$ cat config.mk
export PLATFORM = sky130hd
export DESIGN_NAME = tvi_alu
export DESIGN_NICKNAME = d
export VERILOG_FILES = /design/src/tvi_pkg.sv /design/src/tvi_alu.sv
export SDC_FILE = /design/constraint.sdc
export NUM_CORES = 2
export LEC_CHECK = 0
export ABC_CLOCK_PERIOD_IN_PS = 13200
export CAP_MARGIN = 20
export CORE_ASPECT_RATIO = 1.25
export CORE_MARGIN = 2
export CORE_UTILIZATION = 66
export DETAILED_ROUTE_END_ITERATION = 6
export DONT_BUFFER_PORTS = 1
export GPL_TIMING_DRIVEN = 0
export PLACE_DENSITY = 0.8
export SYNTH_ARGS = -nofsm -noshare
export SYNTH_HDL_FRONTEND = slang
export SYNTH_SLANG_ARGS = --single-unit
$ cat constraint.sdc
create_clock -name vclk -period 13.2
set_input_delay 1.32 -clock vclk [all_inputs]
set_output_delay 1.32 -clock vclk [all_outputs]
set_load 0.03 [all_outputs]
$ cat src/tvi_pkg.sv
// Shared types, constants and helpers for the trilinear velocity interpolator.
// No dependencies; imported by tvi_alu and the top level.
package tvi_pkg;

    localparam int COMP_W     = 16;  // Q1.15 velocity component
    localparam int NUM_COMP   = 3;
    localparam int PROD_W     = 50;  // signed 17 x unsigned 32 product
    localparam int CELL_W     = 5;
    localparam int POS_W      = 21;
    localparam int SIZE_REG_W = 6;
    localparam int CFG_IDX_W  = 2;
    localparam int CFG_DATA_W = 32;
    localparam int SCALE_W    = 32;
    localparam int OUT_W      = 32;

    // Register indexes on the configuration port
    localparam logic [CFG_IDX_W-1:0] REG_SIZE_X = 2'd0;
    localparam logic [CFG_IDX_W-1:0] REG_SIZE_Y = 2'd1;
    localparam logic [CFG_IDX_W-1:0] REG_SIZE_Z = 2'd2;
    localparam logic [CFG_IDX_W-1:0] REG_SCALE  = 2'd3;

    // Item function codes
    localparam logic FUNC_WRITE = 1'b0;
    localparam logic FUNC_QUERY = 1'b1;

    typedef struct packed {
        logic                     func;
        logic [CELL_W-1:0]        cell_x;
        logic [CELL_W-1:0]        cell_y;
        logic [CELL_W-1:0]        cell_z;
        logic signed [COMP_W-1:0] vel_x;
        logic signed [COMP_W-1:0] vel_y;
        logic signed [COMP_W-1:0] vel_z;
        logic [POS_W-1:0]         pos_x;
        logic [POS_W-1:0]         pos_y;
        logic [POS_W-1:0]         pos_z;
    } t_in_item;

    typedef struct packed {
        logic signed [OUT_W-1:0] out_vel_x;
        logic signed [OUT_W-1:0] out_vel_y;
        logic signed [OUT_W-1:0] out_vel_z;
        logic                    outside;
    } t_out_item;

    // Three components, element 0 is x
    typedef logic [NUM_COMP-1:0][COMP_W-1:0] t_vec;
    typedef logic [NUM_COMP-1:0][PROD_W-1:0] t_prod_vec;

    // Control of the shared blend / scale unit
    typedef struct packed {
        logic               scale_sel;  // 1: plain product for scaling, 0: blend
        logic [SCALE_W-1:0] mult;       // fraction (zero-extended) or scale
    } t_alu_ctl;

    // Q1.15 x Q16.16 product to Q16.16: round half up, saturate to 32 bits
    function automatic logic [OUT_W-1:0] sat_q16(input logic signed [PROD_W-1:0] p);
        logic signed [PROD_W-1:0] r;
        logic [PROD_W-OUT_W:0]    hi;
        r  = (p + $signed(PROD_W'(16384))) >>> 15;
        hi = r[PROD_W-1:OUT_W-1];
        if (hi == '0 || hi == '1) begin
            return r[OUT_W-1:0];
        end else if (r[PROD_W-1]) begin
            return 32'h8000_0000;
        end else begin
            return 32'h7FFF_FFFF;
        end
    endfunction

endpackage

$ cat src/tvi_alu.sv
// Shared three-lane blend / scale unit: one multiplier per component lane.
// Depends on tvi_pkg.
module tvi_alu #(
    parameter int FRAC_BITS = 16
) (
    input  tvi_pkg::t_alu_ctl  i_ctl,
    input  tvi_pkg::t_vec      i_a,
    input  tvi_pkg::t_vec      i_b,
    output tvi_pkg::t_vec      o_blend,
    output tvi_pkg::t_prod_vec o_prod
);
    import tvi_pkg::*;

    // rounding offset: half of one fraction step
    localparam logic signed [PROD_W-1:0] HALF = $signed(PROD_W'(1) << (FRAC_BITS - 1));

    // blend = a + round((b - a) * f / 2^F), ties upward
    for (genvar g = 0; g < NUM_COMP; g++) begin : g_lane
        logic signed [COMP_W:0]   diff;
        logic signed [COMP_W:0]   opa;
        logic signed [PROD_W-1:0] prod;
        logic signed [PROD_W-1:0] rnd;

        assign diff = $signed({i_b[g][COMP_W-1], i_b[g]}) - $signed({i_a[g][COMP_W-1], i_a[g]});
        assign opa  = i_ctl.scale_sel ? $signed({i_a[g][COMP_W-1], i_a[g]}) : diff;
        assign prod = opa * $signed({1'b0, i_ctl.mult});
        assign rnd  = (prod + HALF) >>> FRAC_BITS;

        assign o_blend[g] = i_a[g] + rnd[COMP_W-1:0];
        assign o_prod[g]  = prod;
    end

endmodule

==> summary.txt <==
Status - finished, violations left
Failing checks - DRC
Via-to-Cell Ratio - 6.397
Top cells by area, synth - fa_1 (44%), ha_1 (12%), inv_1 (9.9%), nand2_1 (6.8%), and2_1 (5.4%)
Starting Density - 66.53%
Global-route wire length before repair - 357900 um
Syn Inst Count - 7556
Drt initial violations - 6297
Syn-to-layout area delta - 7.302%
Post-synth top area cell - fa_1
Synth cell types - 96
DR WL/cell - 27.38 um
GR Overflow Total - 0
Fin Hold WS - 2.917 ns
Synthesized Nets - 9614
Final-stage net count - 9706
Register area - 0 sq um
Startpoint Class - input pin
Final Cycle Share - 99.58%
Layout cells sized above 1 - 5.715%
Setup-failing EPs final - 0
Post-Place Cell Area - 63870 sq um
YS warnings - 0
Final wirelength - 244000 um
I/O pin count - 327
Finished Cell Area - 66320 sq um
Length of the first detailed-routing pass in iterations - 7
GR peak layer - met2
Worst path arrival time - 11.82 ns
M3 GR Usage - 17.60%
Routability Congestion - 1.077
Post-synthesis mux area share - 0.08300%
CP max FO - 10
Die Height - 346.1 um
Final Hold Fails - 0
Vias - 57010
Core Util, Final - 71.38%
Area of the multi-input gates - 55480 sq um
Row Count - 125
Post-synthesis xor/xnor area fraction - 3.237%
DRC Markers - 10
Met1 Use GR - 59.32%
Slowest cell on the critical path - a211oi_1
WS Path Type - input pin to output pin
Max Slew Vio Count - 0
Slew HR - 5.739%
Largest net degree at the start of global routing - 14
Final non-filler cell total - 8912
Simple-Gate Fraction of Synth Area - 19.43%
Max-cap violations - 0
Register area share after synthesis - 0%
GR Util met2 - 75.35%
Initial antenna violation count - 43
Dpl hpwl - 201400 um
Syn_area_per_cell - 8.179 sq um
WP data required - 11.88 ns
PortBufs - 0
Synth top area share - 43.83%
Core area - 92900 sq um
Worst Hold Class - input pin to output pin
Worst path max stage delay - 0.73 ns
Critical Path End Type - output pin
Vias in the first global route - 58050
Slew @ Worst Pin - 1.414 ns
Largest family of logic cells by synthesized area - adder cells
Total Routing Usage GR - 50.79%
Placed cell count - 8804
Post-DRT Antenna Nets - 0
Seq_cells - 0
DIE WIDTH - 277.7 um
Netlist Area Pre-Place - 61800 sq um
Fmax - 0.07608 GHz
Clk_buf instances - 0
Synth Area in Compound Gates - 9.059%
Tmin final - 13.14 ns
Fillers - 7235
CP dominant cell by count - fa_1
Adder-Cell Fraction of Synth Area - 55.49%
Unrepaired setup endpoints after global routing - yes
Die ar. - 96120 sq um
==> per-stage QoR <==
| step | setup WS, ns | TNS [ns] |
|---|---|---|
| floorplan | 0.4860 | 0 |
| global placement | -3.382 | -170.98 |
| detailed placement | -2.266 | -36.06 |
| CTS | 0.001537 | 0 |
| global route | -0.1269 | -0.4339 |
| finish | 0.05606 | 0 |
==> worst paths after layout <==
| kind | slack [ns] | cells after the start | to | startpoint |
|---|---|---|---|---|
| max | 0.06 | 31 | o_blend[15] | i_ctl[32] |
| min | 2.92 | 1 | o_blend[16] | i_a[16] |
==> logic make-up after synthesis <==
kind of cell	after synthesis
mux	5
compound gates	816
buf+inv	2090
xor+xnor	226
simple gates	2490
fa+ha+maj	1929
==> Yosys cell counts, drive strengths merged, types with 6 or more instances <==
library cell / instances
a211oi: 49
and4: 10
nand4: 89
buf: 11
o21bai: 33
nand2b: 99
o31a: 9
clkbuf: 457
o211ai: 21
a31oi: 16
and3: 22
nor2b: 61
fa: 1353
a2111oi: 7
nor4: 6
inv: 1622
nor2: 235
and2: 529
nand2: 1114
ha: 576
a22oi: 32
xor2: 61
nand3: 191
a311oi: 37
o2111ai: 9
nor3: 76
o31ai: 25
a21boi: 13
a221oi: 8
o311a: 22
a21oi: 174
or2: 13
o211a: 7
a21o: 95
or3: 19
o21ai: 182
nand3b: 6
o21a: 28
xnor2: 164
o311ai: 15
==> metal layers <==
metal	vias to the layer above	share of wire [%]	wire, um
li1	23350	-	-
met1	28130	33	79610
met2	4184	43	104500
met3	1321	14	33610
met4	28	11	25920
met5	-	0.13	328
==> timing repair <==
item | in CTS | in global routing
gates resized for setup | 207 | 309
setup buffers | 15 | 32
endpoints found under the setup margin | 54 | 21
pin swaps | 21 | 62
hold buffers | 0 | 0
==> area by class of cell <==
type	instances	share of cell area, %
antenna	60	0.2264
inverter	1622	9.181
tap	1206	2.275
buffer	457	3.015
timing repair buffer	101	1.640
multi-input combinational	5466	83.66
==> critical path: cells and delay by family <==
family | cells | cell delay [ns]
and+or+nand+nor | 8 | 2.48
AOI/OAI and AO/OA | 6 | 1.99
adders and majority gates | 7 | 3.22
xor gates and xnor gates | 2 | 0.55
buffers and inverters | 8 | 2.19
==> layout by cell type (no fill, tap or decap), types with 13 or more instances in the layout <==
| master | n |
|---|---|
| xnor2_1 | 140 |
| fa_1 | 1351 |
| o21ai_1 | 25 |
| clkbuf_4 | 19 |
| a21o_1 | 92 |
| a311oi_2 | 16 |
| o21bai_1 | 30 |
| a22oi_1 | 32 |
| a311oi_1 | 18 |
| buf_4 | 63 |
| xnor2_2 | 15 |
| a21oi_2 | 17 |
| nor2b_1 | 61 |
| ha_1 | 557 |
| o311a_1 | 22 |
| nand4_1 | 88 |
| clkbuf_2 | 47 |
| nand3_1 | 189 |
| a211oi_1 | 41 |
| or3_1 | 17 |
| and2_1 | 527 |
| inv_1 | 1622 |
| buf_2 | 18 |
| nor2_1 | 231 |
| nand2b_1 | 99 |
| clkbuf_1 | 351 |
| o21a_1 | 25 |
| xor2_1 | 49 |
| nand2_1 | 1110 |
| and3_1 | 20 |
| a21oi_1 | 152 |
| buf_6 | 13 |
| buf_8 | 34 |
| nor3_1 | 72 |
| diode_2 | 60 |
| o211ai_1 | 20 |
| o21ai_0 | 140 |
